===== config.mk =====
export PLATFORM = sky130hd
export DESIGN_NAME = br_cell
export DESIGN_NICKNAME = d
export VERILOG_FILES = /design/src/hw/rtl/br_pkg.sv /design/src/hw/rtl/br_ram.sv /design/src/hw/rtl/br_cell.sv
export SDC_FILE = /design/constraint.sdc
export NUM_CORES = 2
export LEC_CHECK = 0
export ABC_CLOCK_PERIOD_IN_PS = 4400
export BUFFER_PORTS_ARGS = -buffer_cell sky130_fd_sc_hd__buf_4
export CORE_ASPECT_RATIO = 1.5
export CORE_MARGIN = 1.5
export CORE_UTILIZATION = 30
export CTS_CLUSTER_DIAMETER = 200
export CTS_CLUSTER_SIZE = 24
export DETAILED_ROUTE_END_ITERATION = 16
export PLACE_DENSITY_LB_ADDON = 0.3
export SYNTH_ARGS = -nofsm -noshare
export SYNTH_HDL_FRONTEND = slang
export SYNTH_SLANG_ARGS = --single-unit

===== constraint.sdc =====
create_clock -name i_clk -period 4.4 [get_ports i_clk]
set_input_delay 0.66 -clock i_clk [delete_from_list [all_inputs] [get_ports i_clk]]
set_output_delay 0.66 -clock i_clk [all_outputs]
set_load 0.05 [all_outputs]

===== src/hw/rtl/br_pkg.sv =====
// ----------------------------------------------------------------------------
// br_pkg - shared types and constants for the byte rotor cipher
// Token layout carried along the rotor cell chain, function codes and widths.
// ----------------------------------------------------------------------------
`default_nettype none

package br_pkg;

    localparam int NUM_ROTORS_DEF = 5;
    localparam int BYTE_W         = 8;
    localparam int SEL_W          = 3;
    localparam int TABLE_DEPTH    = 256;
    localparam int S_TDATA_W      = 24;

    typedef enum logic {
        FUNC_LOAD    = 1'b0,
        FUNC_ENCRYPT = 1'b1
    } t_func;

    // One transaction as it travels down the chain
    typedef struct packed {
        logic              valid;
        t_func             func;
        logic [SEL_W-1:0]  sel;
        logic [BYTE_W-1:0] tpos;
        logic [BYTE_W-1:0] data;
    } t_token;

endpackage

`default_nettype wire


===== src/hw/rtl/br_ram.sv =====
// ----------------------------------------------------------------------------
// br_ram - generic single-write, single-read RAM
// One write port and one read port, read data registered.
// ----------------------------------------------------------------------------
`default_nettype none

module br_ram #(
    parameter int WIDTH = 8,
    parameter int DEPTH = 256
) (
    input  wire logic                     i_clk,
    input  wire logic                     i_we,
    input  wire logic [$clog2(DEPTH)-1:0] i_waddr,
    input  wire logic [WIDTH-1:0]         i_wdata,
    input  wire logic                     i_re,
    input  wire logic [$clog2(DEPTH)-1:0] i_raddr,
    output logic      [WIDTH-1:0]         o_rdata
);

    logic [WIDTH-1:0] r_mem [DEPTH];
    logic [WIDTH-1:0] r_rdata;

    always_ff @(posedge i_clk) begin
        if (i_we) begin
            r_mem[i_waddr] <= i_wdata;
        end
        if (i_re) begin
            r_rdata <= r_mem[i_raddr];
        end
    end

    assign o_rdata = r_rdata;

endmodule

`default_nettype wire


===== src/hw/rtl/br_cell.sv =====
// ----------------------------------------------------------------------------
// br_cell - one rotor of the chain
// Holds one rotor table; writes it for a load addressed here and maps the
// byte of an encrypt through it, then hands the transaction to the next cell.
// ----------------------------------------------------------------------------
`default_nettype none

module br_cell #(
    parameter int NUM_ROTORS = br_pkg::NUM_ROTORS_DEF,
    parameter int IDX        = 0
) (
    input  wire logic                                i_clk,
    input  wire logic                                i_rst_n,
    input  wire logic                                i_adv,
    input  wire br_pkg::t_token                      i_tok,
    input  wire logic [NUM_ROTORS*br_pkg::BYTE_W-1:0] i_pos,
    output br_pkg::t_token                           o_tok,
    output logic [NUM_ROTORS*br_pkg::BYTE_W-1:0]     o_pos
);

    localparam int BW = br_pkg::BYTE_W;
    localparam logic [br_pkg::SEL_W-1:0] SEL_IDX = br_pkg::SEL_W'(IDX);

    br_pkg::t_token           r_tok;
    logic [NUM_ROTORS*BW-1:0] r_pos;
    logic                     w_we;
    logic                     w_re;
    logic [BW-1:0]            w_raddr;
    logic [BW-1:0]            w_rdata;

    assign w_we = i_adv && i_tok.valid && (i_tok.func == br_pkg::FUNC_LOAD)
                  && (i_tok.sel == SEL_IDX);
    assign w_re = i_adv && i_tok.valid && (i_tok.func == br_pkg::FUNC_ENCRYPT);
    assign w_raddr = i_tok.data + i_pos[IDX*BW +: BW];

    br_ram #(
        .WIDTH (BW),
        .DEPTH (br_pkg::TABLE_DEPTH)
    ) u_table (
        .i_clk   (i_clk),
        .i_we    (w_we),
        .i_waddr (i_tok.tpos),
        .i_wdata (i_tok.data),
        .i_re    (w_re),
        .i_raddr (w_raddr),
        .o_rdata (w_rdata)
    );

    always_ff @(posedge i_clk) begin
        if (!i_rst_n) begin
            r_tok.valid <= 1'b0;
        end else if (i_adv) begin
            r_tok.valid <= i_tok.valid;
        end
        if (i_adv) begin
            r_tok.func <= i_tok.func;
            r_tok.sel  <= i_tok.sel;
            r_tok.tpos <= i_tok.tpos;
            r_tok.data <= i_tok.data;
            r_pos      <= i_pos;
        end
    end

    // substitute the mapped byte for an encrypt
    always_comb begin
        o_tok = r_tok;
        if (r_tok.func == br_pkg::FUNC_ENCRYPT) begin
            o_tok.data = w_rdata;
        end
    end

    assign o_pos = r_pos;

endmodule

`default_nettype wire


==> qor.yml <==
synthCells: 3802
count_of_cells_along_the_worst_register_to_register_path: 7
detailed_route_iter0_violations: 3380
post-cts-setup-buffers: 0
dieArea_sq_mm: 0.278
report.final.slew_viol_count: 0
gp_routability_congestion: 0.841
route.vias.total: 39100
synth_area_per_cell_sq_um: 21.7
crit_path_start_kind: "primary input"
max_slew.worst_pin.slew_ns: 1.12
port_buffers: 124
timing.setup.critical_path_class: "in2reg"
global_route_wire_length_before_repair_mm: 310
clk_path_buf_depth: 3
post_cts_resized: 0
grt_setup_unrepaired: "no"
drtPass1Iterations: 5
most_frequent_cells_in_the_layout: "edfxtp_1, mux4_2, buf_4, nor2_1, nand2_1"
final_hold_violating_endpoints: 0
report.power.total_mw: 38.3
dominantRegCellSynth: "edfxtp_1"
slew_headroom_pct: 25.6
post_drt_wl_per_cell_um: 28.1
synth_warnings: 0
final.setup.tns_ns: 0
antenna_found_initial: 10
outcome: "completed"
totalWireLength_mm: 219
cap_viol_max_count: 0
grt_pass1_vias: 40500
ys_async_sr_fraction_pct: 0
tritoncts.num_buffers: 99
drive_above_1_share_pct: 28.8
critPathCaptureType: "flip-flop"
floorplan.initialDensity_pct: 30.1
worstHoldPathType: "in2reg"
grt_overflow_total: 0
syn-cell-area_sq_mm: 0.0823
critical_path.startpoint: "i_tok[0]"
library_cells_used_by_synthesis: 61
worst_setup_hold_path_clk_slew_ns: 0.10
nFillCells: 25400
cts.sink_count: 2117
globalRouteTotalUtil_pct: 15.5
clock-skew-final_ns: 0.0521
power_leakage_nw: 28.8
worst_skew_pair.late_latency_ns: 0.77
floorplan.core_area_sq_mm: 0.273
design_area_sq_mm: 0.0932
period_needed_ns: 3.95
cts.root.buffer_cell: "clkbuf_16"
synth-edff-count: 2116
critical_path_required_ns: 4.91
period_share_pct: 89.9
post-route-drc-count: 0
layout_commonest_cell: "edfxtp_1"
drt.antenna.violating_nets: 0
holdCritStartpoint: "i_pos[32]"
setup.reg_to_reg.worst_slack_ns: 1.54
die_width_um: 431
final-setup-viol-count: 0
arrival_ns: 4.47
final_cell_count_no_fill: 7783
placement.cell_area_sq_mm: 0.0904
dp.final_hpwl_mm: 143
post_synthesis_register_bit_count: 2117
finish.net_count: 4279
power_per_cell_area_mw_per_mm2: 411
cts_tree: "done"
r2r-end: "u_table.o_rdata[4]"
die-height_um: 645
placed_cells_incl_taps: 7651
placement_rows: 235
worst_r2r_startpoint: "u_table.r_mem[65][4]"
top_level_ports: 125
fraction_of_the_yosys_area_taken_by_sequential_cells_pct: 77.2
synth_fp_nets: 3874
ir_worst_vdd_mv: 0.304
detail_route.vias_per_cell: 5.03
fmax_mhz: 253
layout-area-overhead-vs-synth_pct: 13.2
grt_start_max_net_pins: 207
crit_path_end: "u_table.o_rdata[6]"
worst-path-max-fanout: 39
h-tree-depth: 3
sequential cells by signal, indices dropped and copies added, names as in the netlist:
name and flops:
o_pos 40, o_tok 13, r_tok 8, u_table.r_mem 2048, u_table.o_rdata 8
how the worst min path moves through the flow:
stage	endpoint	slack, ns	depth (start not counted)
2_1_floorplan	o_tok[20]	0.48	2
3_3_place_gp	o_tok[20]	0.51	2
3_5_place_dp	o_tok[20]	0.52	2
4_1_cts	o_pos[11]	0.0003	1
5_1_grt	o_pos[38]	0.01	1
6_report	o_pos[32]	0.06	1
final cells by class:
class | count | area (sq um) | area share (%)
clock inverter | 7 | 111 | 0.119
inverter | 9 | 33.8 | 0.0363
tap | 3555 | 4450 | 4.77
timing repair buffer | 528 | 4750 | 5.10
multi-input combinational | 1452 | 17700 | 19.0
antenna | 2 | 5.00 | 0.00537
sequential | 2117 | 63600 | 68.2
clock buffer | 113 | 2590 | 2.78
cell usage after synthesis (all sizes together) (8+ instances only):
library cell	n	area (sq um)
a21oi	44	220
and3	13	81.3
mux2i	129	1290
nand3	86	430
edfxtp	2116	63500
buf	131	855
nor4	9	87.6
a221oi	16	140
clkbuf	93	349
nor2b	9	63.8
mux2	10	113
a32o	12	120
a2111oi	8	70.1
nand2	219	830
nor3	10	50.1
inv	9	33.8
nor2	270	1020
mux4	550	12400
per-layer routing:
| layer | vias to the layer above | GRT usage [%] | share of wire [%] |
|---|---|---|---|
| met2 | 1055 | 28.6 | 54 |
| met1 | 21400 | 18.7 | 39 |
| met5 | - | 0 | 0 |
| met3 | 245 | 1.66 | 4.1 |
| li1 | 16400 | - | - |
| met4 | 0 | 5.30 | 3.6 |
through the flow:
step | utilization [%] | hold WS [ns] | setup slack [ns]
2_1_floorplan | - | 0.484 | 0.762
3_3_place_gp | 33.1 | 0.507 | -0.498
3_5_place_dp | 33.1 | 0.524 | -0.388
4_1_cts | 34.1 | 0.000325 | 0.454
5_1_grt | 34.1 | 0.0142 | 0.454
6_report | 34.1 | 0.0628 | 0.445
power breakdown:
group | switching (mW) | leakage (nW) | internal, mW
clock | 6.18 | 1.32 | 4.23
sequential | 0.0270 | 19.1 | 22.2
combinational | 3.32 | 8.45 | 2.34
critical path: stages:
cell and delay [ns]:
buf_8 0.14, ha_4 0.15, inv_1 0.04, fa_4 0.83, buf_12 0.23, buf_12 0.29
mux4_2 0.46, and3_1 0.22, a2111oi_0 0.80, nor4_1 0.17, a21oi_1 0.28, a221oi_1 0.08
logic make-up after synthesis:
logic type	after synthesis	share of synthesized area (%)
AND/OR/NAND/NOR	620	3.14
adder cells (fa/ha/maj)	8	0.131
XOR/XNOR	7	0.0927
AO/OA/AOI/OAI	128	1.18
multiplexers	689	16.8
buffers and inverters	233	1.50
flip-flops	2117	77.2
what timing repair did:
item / CTS / global route
setup endpoints to repair: 0 / 0
hold endpoints to repair: 10 / 0
hold buffers: 10 / 0
No activity file was read; power rests on OpenSTA's default activity.
