## src/hw/rtl/br_pkg.sv

```systemverilog
// ----------------------------------------------------------------------------
// br_pkg - shared types and constants for the byte rotor cipher
// Token layout carried along the rotor cell chain, function codes and widths.
// ----------------------------------------------------------------------------
`default_nettype none

package br_pkg;

    localparam int NUM_ROTORS_DEF = 5;
    localparam int BYTE_W         = 8;
    localparam int SEL_W          = 3;
    localparam int TABLE_DEPTH    = 256;
    localparam int S_TDATA_W      = 24;

    typedef enum logic {
        FUNC_LOAD    = 1'b0,
        FUNC_ENCRYPT = 1'b1
    } t_func;

    // One transaction as it travels down the chain
    typedef struct packed {
        logic              valid;
        t_func             func;
        logic [SEL_W-1:0]  sel;
        logic [BYTE_W-1:0] tpos;
        logic [BYTE_W-1:0] data;
    } t_token;

endpackage

`default_nettype wire

```

## src/hw/rtl/br_odometer.sv

```systemverilog
// ----------------------------------------------------------------------------
// br_odometer - rotor position counters
// Steps the last rotor on every encrypt and ripples wraps towards rotor 0.
// ----------------------------------------------------------------------------
`default_nettype none

module br_odometer #(
    parameter int NUM_ROTORS = br_pkg::NUM_ROTORS_DEF
) (
    input  wire logic                                i_clk,
    input  wire logic                                i_rst_n,
    input  wire logic                                i_step,
    output logic [NUM_ROTORS*br_pkg::BYTE_W-1:0]     o_pos
);

    localparam int BW = br_pkg::BYTE_W;

    logic [NUM_ROTORS*BW-1:0] r_pos;
    logic [NUM_ROTORS*BW-1:0] n_pos;

    always_comb begin
        logic carry;
        carry = 1'b1;
        n_pos = r_pos;
        // walk from the last rotor towards rotor 0; drop carry out of rotor 0
        for (int k = NUM_ROTORS - 1; k >= 0; k--) begin
            n_pos[k*BW +: BW] = r_pos[k*BW +: BW] + BW'(carry);
            carry = carry & (r_pos[k*BW +: BW] == {BW{1'b1}});
        end
    end

    always_ff @(posedge i_clk) begin
        if (!i_rst_n) begin
            r_pos <= '0;
        end else if (i_step) begin
            r_pos <= n_pos;
        end
    end

    assign o_pos = r_pos;

endmodule

`default_nettype wire

```

## config.mk

```make
export PLATFORM = sky130hd
export DESIGN_NAME = br_odometer
export DESIGN_NICKNAME = d
export VERILOG_FILES = /design/src/hw/rtl/br_pkg.sv /design/src/hw/rtl/br_odometer.sv
export SDC_FILE = /design/constraint.sdc
export NUM_CORES = 1
export LEC_CHECK = 0
export BUFFER_PORTS_ARGS = -buffer_cell sky130_fd_sc_hd__buf_2
export CORE_UTILIZATION = 57
export DETAILED_ROUTE_END_ITERATION = 16
export GPL_TIMING_DRIVEN = 0
export PLACE_DENSITY_LB_ADDON = 0.3
export SLEW_MARGIN = 20
export SYNTH_ARGS = -nofsm -noshare
export SYNTH_HDL_FRONTEND = slang
export SYNTH_SLANG_ARGS = --single-unit
```

## constraint.sdc

```tcl
create_clock -name i_clk -period 3.9 [get_ports i_clk]
set_clock_uncertainty 0.1 [all_clocks]
set_input_delay 0.975 -clock i_clk [delete_from_list [all_inputs] [get_ports i_clk]]
set_output_delay 0.975 -clock i_clk [all_outputs]
set_load 0.005 [all_outputs]
```

==> reports/metrics.yaml, run 1 <==
route:
  drt_drc_violations_left: 0
  via_per_inst: 5.52
  vias: 1579
  postRouteAntennaNets: 0
  drt-total-wl_um: 3700
  first_pass_iters: 4
  initialDrtViolationCount: 67
  routed_wire_length_per_instance_um: 12.9
floorplan:
  coreArea_um2: 3100
  starting_density_of_the_core_pct: 61.1
  ios: 43
  placementRows: 20
  floorplan.die.height_um: 59.7
  die_width_um: 59.7
  total_die_area_um2: 3560
cts:
  cts_sinks: 40
  cts_hold_buffers: 0
  worst_skew_pair.late_latency_ns: 0.34
  cts_tree: "yes"
  clock-root-buffer: "sky130_fd_sc_hd__clkbuf_4"
  post-cts-setup-buffer-count: 0
  clk_pin_slew_worst_paths_ns: 0.12
  ctsLongestPathBuffers: 2
  cts-buffers-inserted: 5
  post_cts_resize_count: 0
  cts.htree.levels: 2
sta:
  hold_viol_final: 0
  pin_slew_with_the_least_headroom_to_its_limit_ns: 0.441
  holdWs_ns: 0.386
  rsz0062_at_grt: "false"
  min_period_over_period_pct: 69.5
  timing.final.max_slew_violations: 0
  final.setup.worst_slack_ns: 1.19
  clock.fmax_mhz: 369
  worst_slew_margin_rel_pct: 70.3
  final_setup_violating_endpoints: 0
  final_layout_setup_total_negative_slack_ns: 0
  period_needed_ns: 2.71
critical_path:
  worstReg2RegStart: "o_pos[32]"
  cp-start-kind: "register"
  r2r_slack_ns: 1.19
  cp-end-kind: "register"
  timing.setup.critical_path_class: "reg2reg"
  reg2regPathDepth: 9
  worst-endpoint-required_ns: 4.07
  worstPathMaxFanout: 4
  worstReg2RegEnd: "o_pos[14]"
  cp_data_arrival_time_ns: 2.88
place:
  place_hpwl_um: 2680
  gpl.final_weighted_congestion: 0.765
  dp_worst_setup_slack_ns: 1.26
  dp_cells: 279
  quantity_of_i_o_buffers_inserted_on_ports: 40
layout:
  area_growth_pct: 16.9
  count_of_nets_after_finishing: 254
  num-fill-cells: 260
  largest_register_ff_count: 40
  n_antenna_cell: 0
  post_layout_cell_count: 286
  proportion_of_layout_cells_with_a_drive_suffix_above_1_pct: 24.0
  layout.core_utilization_pct: 71.4
min_path:
  worst_hold_path.endpoint: "o_pos[7]"
  worstHoldPathCells: 2
  worstHoldPathType: "reg2reg"
  min_from: "o_pos[7]"
synth:
  synth.ff_latch_count: 40
  synth.distinct_cells: 21
  synth.cell_area_um2: 1900
  net_count_after_synthesis: 207
  synth_top_cells_by_count: "sky130_fd_sc_hd__dfxtp_1 (40), sky130_fd_sc_hd__and2_1 (17), sky130_fd_sc_hd__o21ai_0 (15), sky130_fd_sc_hd__or3_1 (15), sky130_fd_sc_hd__xnor2_1 (15)"
  synth-edff-count: 0
  ys_warn_count: 0
  synthesis.instances: 195
  postSynth.topFlopCell: "sky130_fd_sc_hd__dfxtp_1"
  synth_async_reset_ratio_pct: 0
  synth_area_per_cell_um2: 9.72
  post-synth-top-count-cell: "sky130_fd_sc_hd__dfxtp_1"
  synth_sequential_area_ratio_pct: 42.2
  netlist_top_cells_area: "sky130_fd_sc_hd__dfxtp_1 (42%), sky130_fd_sc_hd__xnor2_1 (6.9%), sky130_fd_sc_hd__ha_1 (5.9%)"
  synth_top_area_share_pct: 42.2
  yosysTopAreaCell: "sky130_fd_sc_hd__dfxtp_1"
grt:
  grt_usage_pct: 22.5
  grt_overflow: 0
  first_global_vias: 1304
  wire_length_of_the_first_global_routing_pass_um: 5890
  initial_antenna_violation_count: 0
  maximum_number_of_pins_on_one_net_before_global_route_repair: 12
power:
  power.density_nw_per_um2: 303
  worst_vdd_ir_mv: 0.225
  p_leak_nw: 1.02
run:
  max_cap_viol: 0
run_status:
  run_status: "completed"
## routing by layer
| metal | track usage, % | vias to the layer above | share of wire (%) |
|---|---|---|---|
| li1 | - | 794 | - |
| met1 | 29.5 | 746 | 49 |
| met2 | 34.8 | 31 | 45 |
| met3 | 4.55 | 8 | 3.5 |
| met4 | 11.6 | 0 | 1.9 |
| met5 | 0 | - | 0 |
## placed cells by master, fill, tap and decap left out
| cell type | count |
|---|---|
| sky130_fd_sc_hd__xnor2_1 | 15 |
| sky130_fd_sc_hd__a21boi_1 | 9 |
| sky130_fd_sc_hd__nand4_2 | 7 |
| sky130_fd_sc_hd__clkbuf_1 | 4 |
| sky130_fd_sc_hd__o21ai_0 | 15 |
| sky130_fd_sc_hd__clkbuf_4 | 5 |
| sky130_fd_sc_hd__buf_2 | 41 |
| sky130_fd_sc_hd__and2_1 | 17 |
| sky130_fd_sc_hd__mux2i_1 | 9 |
| sky130_fd_sc_hd__nand4_1 | 11 |
| sky130_fd_sc_hd__xor2_1 | 1 |
| sky130_fd_sc_hd__a21boi_0 | 6 |
| sky130_fd_sc_hd__nor4_2 | 1 |
| sky130_fd_sc_hd__nand2_1 | 11 |
| sky130_fd_sc_hd__nand3_1 | 9 |
| sky130_fd_sc_hd__nor2_1 | 3 |
| sky130_fd_sc_hd__nor2b_1 | 9 |
| sky130_fd_sc_hd__and3_1 | 1 |
| sky130_fd_sc_hd__clkbuf_8 | 2 |
| sky130_fd_sc_hd__ha_1 | 9 |
| sky130_fd_sc_hd__or3_1 | 15 |
| sky130_fd_sc_hd__buf_4 | 2 |
| sky130_fd_sc_hd__dfxtp_1 | 40 |
## critical path: stages, from the launching register on
cell	delay [ns]
sky130_fd_sc_hd__dfxtp_1	0.43
sky130_fd_sc_hd__ha_1	0.25
sky130_fd_sc_hd__nand3_1	0.14
sky130_fd_sc_hd__nor4_2	0.46
sky130_fd_sc_hd__and2_1	0.21
sky130_fd_sc_hd__ha_1	0.19
sky130_fd_sc_hd__ha_1	0.20
sky130_fd_sc_hd__nand4_2	0.15
sky130_fd_sc_hd__or3_1	0.37
sky130_fd_sc_hd__a21boi_1	0.15
## cell type report
class	instances	area (um2)	share of cell area, %
plain buffers	7	35.0	1.58
flip-flops and latches	40	801	36.1
repair buffers	40	200	9.03
clock buffers	7	65.1	2.94
multi-input cells	148	1060	47.8
well taps	44	55.1	2.48
## worst max path at each step
stage	slack [ns]	end	from	cells past startpoint
6_report	1.19	o_pos[14]	o_pos[32]	9
5_1_grt	1.05	o_pos[14]	o_pos[32]	9
4_1_cts	1.22	o_pos[14]	o_pos[32]	9
3_5_place_dp	1.26	o_pos[14]	o_pos[32]	9
3_3_place_gp	1.35	o_pos[14]	o_pos[32]	9
2_1_floorplan	1.61	o_pos[14]	o_pos[32]	9
## where the power goes
group	total, W	switching [W]	internal [W]
sequential	0.000413	0.00000288	0.000411
clock	0.000231	0.000128	0.000102
combinational	0.0000272	0.0000151	0.0000121
## metrics by stage
stage | cell area [um2] | power (W)
2_1_floorplan | 1900 | 0.000442
3_3_place_gp | 2150 | 0.000450
3_5_place_dp | 2150 | 0.000450
4_1_cts | 2220 | 0.000677
5_1_grt | 2220 | 0.000697
6_report | 2220 | 0.000671
## kinds of logic (layout without fill, tap and decap cells)
| group | after synthesis | in the layout | synth area share [%] |
|---|---|---|---|
| mux | 9 | 9 | 4.75 |
| compound gates | 30 | 30 | 9.90 |
| xor+xnor | 16 | 16 | 7.39 |
| simple gates | 84 | 84 | 27.9 |
| flops | 40 | 40 | 42.2 |
| buf+inv | 7 | 54 | 1.85 |
| fa+ha+maj | 9 | 9 | 5.94 |
No activity file was read; power rests on OpenSTA's default activity.
==> inputs of run 2 (changes only) <==
--- a/config.mk
+++ b/config.mk
@@ -6,7 +6,7 @@
 export NUM_CORES = 1
 export LEC_CHECK = 0
 export BUFFER_PORTS_ARGS = -buffer_cell sky130_fd_sc_hd__buf_2
-export CORE_UTILIZATION = 57
+export CORE_UTILIZATION = 48
 export DETAILED_ROUTE_END_ITERATION = 16
 export GPL_TIMING_DRIVEN = 0
 export PLACE_DENSITY_LB_ADDON = 0.3
==> constraint.sdc (replaced) <==
create_clock -name i_clk -period 2.2 [get_ports i_clk]
set_clock_uncertainty 0.1 [all_clocks]
set_input_delay 0.55 -clock i_clk [delete_from_list [all_inputs] [get_ports i_clk]]
set_output_delay 0.55 -clock i_clk [all_outputs]
set_load 0.005 [all_outputs]
==> run 2 against run 1 <==
  * The flow now finishes with violations (setup timing)
  * Routed wire length up 18%
  * Design area up 13%
  * Hold slack better by 0.020 ns
  * Cell count up 4.9%
  * Global-route usage about the same
  * Via count up 3.3%
  * Critical path depth down 1
  * Combinational power up 130%
  * Non-clock buffer count up 9
  * Die area up 18%
  * Largest power group unchanged
==> reports/metrics.yaml, run 2 (synthesis results as in run 1) <==
run_status:
  run_status: "complete, but fails checks"
  violated_checks: "setup timing"
sta:
  final.setup.worst_slack_ns: -0.0173
  min_period_over_period_pct: 101
  hold_viol_final: 0
  worst_slew_margin_rel_pct: 71.1
  clock.fmax_mhz: 451
  period_needed_ns: 2.22
  rsz0062_at_grt: "true"
  pin_slew_with_the_least_headroom_to_its_limit_ns: 0.433
  final_setup_violating_endpoints: 2
  timing.final.max_slew_violations: 0
cts:
  clk_pin_slew_worst_paths_ns: 0.08
  worst_skew_pair.late_latency_ns: 0.30
  cts_tree: "yes"
  cts_sinks: 40
  cts.htree.levels: 2
  ctsLongestPathBuffers: 2
  cts-buffers-inserted: 5
  clock-root-buffer: "sky130_fd_sc_hd__clkbuf_8"
  cts_hold_buffers: 0
floorplan:
  placementRows: 22
  die_width_um: 64.8
  coreArea_um2: 3720
  starting_density_of_the_core_pct: 51.0
  floorplan.die.height_um: 64.8
  ios: 43
  total_die_area_um2: 4200
route:
  initialDrtViolationCount: 71
  drt-total-wl_um: 4370
  postRouteAntennaNets: 0
  vias: 1631
  first_pass_iters: 4
  routed_wire_length_per_instance_um: 14.6
  via_per_inst: 5.44
  drt_drc_violations_left: 0
critical_path:
  worstReg2RegStart: "o_pos[28]"
  r2r_slack_ns: -0.02
  cp_data_arrival_time_ns: 2.35
  cp-end-kind: "register"
  worstPathMaxFanout: 4
  worstReg2RegEnd: "o_pos[14]"
  reg2regPathDepth: 8
  timing.setup.critical_path_class: "reg2reg"
  worst-endpoint-required_ns: 2.33
  cp-start-kind: "register"
place:
  post_dp_cell_area_um2: 2160
  quantity_of_i_o_buffers_inserted_on_ports: 40
  dp_cells: 283
  place_hpwl_um: 2760
  gpl.final_weighted_congestion: 0.736
grt:
  grt_usage_pct: 22.5
  grt_overflow: 0
  met1_usage_pct: 27.8
  grt.met2_usage_pct: 37.4
  maximum_number_of_pins_on_one_net_before_global_route_repair: 12
  initial_antenna_violation_count: 0
  first_global_vias: 1528
  wire_length_of_the_first_global_routing_pass_um: 7210
  grtUsageMet3_pct: 5.46
  top_usage_layer: "met2"
layout:
  area_growth_pct: 31.7
  count_of_nets_after_finishing: 263
  proportion_of_layout_cells_with_a_drive_suffix_above_1_pct: 35.7
  mostFrequentLayoutCell: "sky130_fd_sc_hd__buf_2"
  largest_register_ff_count: 40
  final_cell_mix: "sky130_fd_sc_hd__buf_2 (41), sky130_fd_sc_hd__dfxtp_1 (30), sky130_fd_sc_hd__and2_1 (16)"
  n_antenna_cell: 0
  layout.cell_area.non_filler_um2: 2500
  post_layout_cell_count: 300
power:
  totalPowerFinal_w: 0.00130
  p_leak_nw: 1.05
  power.density_nw_per_um2: 522
  worst_vdd_ir_mv: 0.348
run:
  max_cap_viol: 0
min_path:
  worstHoldPathType: "reg2reg"
  worstHoldPathCells: 2
  min_from: "o_pos[22]"
  worst_hold_path.endpoint: "o_pos[22]"
-- run 2: where the power goes --
part	internal (W)	total [W]	switching, W
clock network	0.000256	0.000511	0.000255
registers	0.000725	0.000730	0.00000465
logic	0.0000284	0.0000616	0.0000332
total	0.00101	0.00130	0.000293
-- run 2: stage by stage --
| stage | setup WS, ns | hold slack [ns] | util (%) | TNS, ns |
|---|---|---|---|---|
| after floorplan | 0.0281 | 0.373 | - | 0 |
| after global placement | -0.176 | 0.366 | 58.1 | -0.525 |
| after detailed placement | -0.230 | 0.383 | 58.1 | -0.887 |
| after CTS | 0.000910 | 0.393 | 63.9 | 0 |
| after global routing | -0.156 | 0.433 | 67.2 | -0.679 |
| final | -0.0173 | 0.406 | 67.2 | -0.0233 |
-- run 2: area by class of cell --
type	count	area [um2]
multi-input combinational	148	1220
buffer	7	35.0
fill	301	1220
tap	48	60.1
sequential	40	823
clock buffer	8	90.1
timing repair buffer	49	268
-- run 2: how the worst max path moves through the flow --
| stage | from | to | slack [ns] | cells after the start |
|---|---|---|---|---|
| global route | o_pos[30] | o_pos[14] | -0.16 | 8 |
| CTS | o_pos[32] | o_pos[14] | 0.0009 | 9 |
| detailed placement | o_pos[35] | o_pos[14] | -0.23 | 8 |
| global placement | o_pos[35] | o_pos[14] | -0.18 | 8 |
| floorplan | o_pos[32] | o_pos[14] | 0.03 | 9 |
| finish | o_pos[28] | o_pos[14] | -0.02 | 8 |
-- run 2: critical path, cell delays in order, from the launching register on --
cell	delay [ns]
sky130_fd_sc_hd__dfxtp_4	0.37
sky130_fd_sc_hd__nand4_1	0.21
sky130_fd_sc_hd__nor4_4	0.39
sky130_fd_sc_hd__and2_4	0.21
sky130_fd_sc_hd__ha_4	0.14
sky130_fd_sc_hd__ha_4	0.15
sky130_fd_sc_hd__nand4_4	0.11
sky130_fd_sc_hd__or3_1	0.36
sky130_fd_sc_hd__a21boi_1	0.12
-- run 2: routing by layer --
metal / wire length (um) / share of wire (%)
met1: 2070 / 47
met2: 2070 / 47
met3: 156 / 3.6
met4: 80 / 1.8
met5: 0 / 0
-- run 2: timing repair --
| item | in CTS | in global routing |
|---|---|---|
| buffers inserted | 2 | 7 |
| gates resized for setup | 26 | 15 |
| endpoints found under the hold margin | 0 | 0 |
| pin swaps | 5 | 12 |
| setup endpoints to repair | 10 | 9 |
==> inputs of run 3 (changes only) <==
--- a/config.mk
+++ b/config.mk
@@ -6,7 +6,8 @@
 export NUM_CORES = 1
 export LEC_CHECK = 0
 export BUFFER_PORTS_ARGS = -buffer_cell sky130_fd_sc_hd__buf_2
-export CORE_UTILIZATION = 48
+export CORE_UTILIZATION = 50
+export CTS_BUF_LIST = sky130_fd_sc_hd__clkbuf_2
 export DETAILED_ROUTE_END_ITERATION = 16
 export GPL_TIMING_DRIVEN = 0
 export PLACE_DENSITY_LB_ADDON = 0.3
==> run 3 against run 2 <==
  * The flow now finishes without violations
  * Core utilization fell by 1.2 points
  * Non-clock buffer count shrank 4
  * Sequential power about the same
  * Global-route usage is 0.96 points lower
  * Count of clock-buffer cells in the layout decreased by 2
  * Routed wire length fell by 3.5%
  * Design area decreased by 3.3%
  * Fmax rose by 1.3%
  * Sequential share of layout area up 1.2 points
  * Total power decreased by 15%
  * Critical path depth unchanged
  * Critical endpoint is now o_pos[6]
  * Largest cell class unchanged
  * Largest power group unchanged
==> reports/metrics.yaml, run 3 (synthesis results as in run 1) <==
floorplan:
  placementRows: 22
  coreArea_um2: 3660
  ios: 43
  floorplan.die.height_um: 63.6
  die_width_um: 63.6
  total_die_area_um2: 4040
  starting_density_of_the_core_pct: 51.8
critical_path:
  cp-start-kind: "register"
  critical_path.endpoint: "o_pos[6]"
  cp-end-kind: "register"
  worst-endpoint-required_ns: 2.44
  worstReg2RegEnd: "o_pos[6]"
  reg2regPathDepth: 8
  r2r_slack_ns: 0.01
  timing.setup.critical_path_class: "reg2reg"
  cp_data_arrival_time_ns: 2.43
  worstReg2RegStart: "o_pos[26]"
  worstPathMaxFanout: 6
  critical_path.startpoint: "o_pos[26]"
place:
  quantity_of_i_o_buffers_inserted_on_ports: 40
  place_hpwl_um: 2760
  post_dp_cell_area_um2: 2160
  gpl.final_weighted_congestion: 0.772
  dp_cells: 283
sta:
  rsz0062_at_grt: "true"
  timing.final.max_slew_violations: 0
  pin_slew_with_the_least_headroom_to_its_limit_ns: 0.473
  final_setup_violating_endpoints: 0
  worst_slew_margin_rel_pct: 68.5
  hold_viol_final: 0
  min_period_over_period_pct: 99.5
  clock.fmax_mhz: 457
  holdWs_ns: 0.393
  period_needed_ns: 2.19
layout:
  count_of_nets_after_finishing: 259
  post_layout_cell_count: 296
  largest_register_ff_count: 40
  n_antenna_cell: 0
  mostFrequentLayoutCell: "sky130_fd_sc_hd__buf_2"
  multiInputGateArea_um2: 1220
  seq_area_um2: 826
  proportion_of_layout_cells_with_a_drive_suffix_above_1_pct: 34.7
  area_growth_pct: 27.5
  num-fill-cells: 299
  final_cell_mix: "sky130_fd_sc_hd__buf_2 (41), sky130_fd_sc_hd__dfxtp_1 (28), sky130_fd_sc_hd__and2_1 (16)"
  layout.cell_area.non_filler_um2: 2420
  layout.core_utilization_pct: 66.0
route:
  drt-total-wl_um: 4220
  vias: 1606
  initialDrtViolationCount: 83
  routed_wire_length_per_instance_um: 14.3
  drt_drc_violations_left: 0
  first_pass_iters: 4
  postRouteAntennaNets: 0
  via_per_inst: 5.43
power:
  design_internal_power_w: 0.000834
  p_sw_share_pct: 25.1
  p_leak_nw: 1.02
  power_switching_w: 0.000279
  power_frac_seq_pct: 65.7
  power.density_nw_per_um2: 461
  worst_vdd_ir_mv: 0.315
  power_frac_clock_pct: 28.9
  combPwrFrac_pct: 5.5
cts:
  clk_pin_slew_worst_paths_ns: 0.20
  cts_tree: "yes"
  cts_sinks: 40
  cts.htree.levels: 2
  ctsLongestPathBuffers: 2
  clock-root-buffer: "sky130_fd_sc_hd__clkbuf_2"
  cts-buffers-inserted: 5
  cts_hold_buffers: 0
  worst_skew_pair.late_latency_ns: 0.41
grt:
  initial_antenna_violation_count: 0
  grt_usage_pct: 21.5
  maximum_number_of_pins_on_one_net_before_global_route_repair: 13
  first_global_vias: 1422
  grt_overflow: 0
  wire_length_of_the_first_global_routing_pass_um: 6620
run:
  max_cap_viol: 0
min_path:
  worstHoldPathType: "reg2reg"
run_status:
  run_status: "completed"
run 3: changes by cell type in the layout (fill, tap and decap cells not counted), moves of 2 or more:
cell,previous run,this run
sky130_fd_sc_hd__dfxtp_2,6,8
sky130_fd_sc_hd__clkbuf_1,6,4
sky130_fd_sc_hd__clkbuf_8,6,0
sky130_fd_sc_hd__buf_4,11,7
sky130_fd_sc_hd__dfxtp_1,30,28
sky130_fd_sc_hd__clkbuf_2,0,6
run 3: worst min path at each step:
stage / slack (ns) / endpoint / cells past startpoint / startpoint
after global placement: 0.37 / o_pos[7] / 2 / o_pos[7]
after detailed placement: 0.37 / o_pos[7] / 2 / o_pos[7]
after CTS: 0.40 / o_pos[7] / 2 / o_pos[7]
final: 0.39 / o_pos[7] / 2 / o_pos[7]
after global routing: 0.38 / o_pos[30] / 2 / i_rst_n
after floorplan: 0.37 / o_pos[7] / 2 / o_pos[7]
run 3: layer usage:
layer / up-vias / share of wire (%) / track usage (%)
met5: - / 0 / 0
met4: 0 / 1.1 / 7.95
met3: 6 / 4.0 / 7.07
met2: 31 / 50 / 35.4
met1: 759 / 45 / 25.9
li1: 810 / - / -
run 3: power by group through the flow:
stage	combinational [W]	clock, W	sequential, W
after CTS	0.0000598	0.000327	0.000733
after global routing	0.0000657	0.000366	0.000732
after global placement	0.0000488	0	0.000749
after detailed placement	0.0000490	0	0.000750
final	0.0000609	0.000321	0.000731
after floorplan	0.0000342	0	0.000749
run 3: timing repair:
item,in CTS,in global routing
setup buffers,4,1
resized for setup,26,14
setup endpoints to repair,12,10
pin swaps,6,7
run 3: critical path: stages (launching register included):
cell                       delay, ns
sky130_fd_sc_hd__dfxtp_2        0.45
sky130_fd_sc_hd__nand4_1        0.16
sky130_fd_sc_hd__nor4_4         0.35
sky130_fd_sc_hd__and3_4         0.25
sky130_fd_sc_hd__ha_4           0.15
sky130_fd_sc_hd__ha_4           0.14
sky130_fd_sc_hd__nand3_2        0.07
sky130_fd_sc_hd__or3_1          0.31
sky130_fd_sc_hd__a21boi_1       0.12
run 3: layout make-up:
class                           count  share of cell area (%)
Clock buffer                        6                    1.24
Sequential cell                    40                    34.2
Clock inverter                      2                   0.466
Timing Repair Buffer               45                    9.84
Multi-Input combinational cell    148                    50.3
Buffer                              7                    1.45
Tap cell                           48                    2.49
run 3: stage by stage:
stage          TNS [ns]  worst slack, ns  total power [W]
2_1_floorplan         0           0.0281         0.000784
3_5_place_dp      -1.07           -0.227         0.000799
6_report              0           0.0104          0.00111
5_1_grt          -0.289           -0.102          0.00116
4_1_cts         -0.0168          -0.0120          0.00112
3_3_place_gp     -0.902           -0.214         0.000798
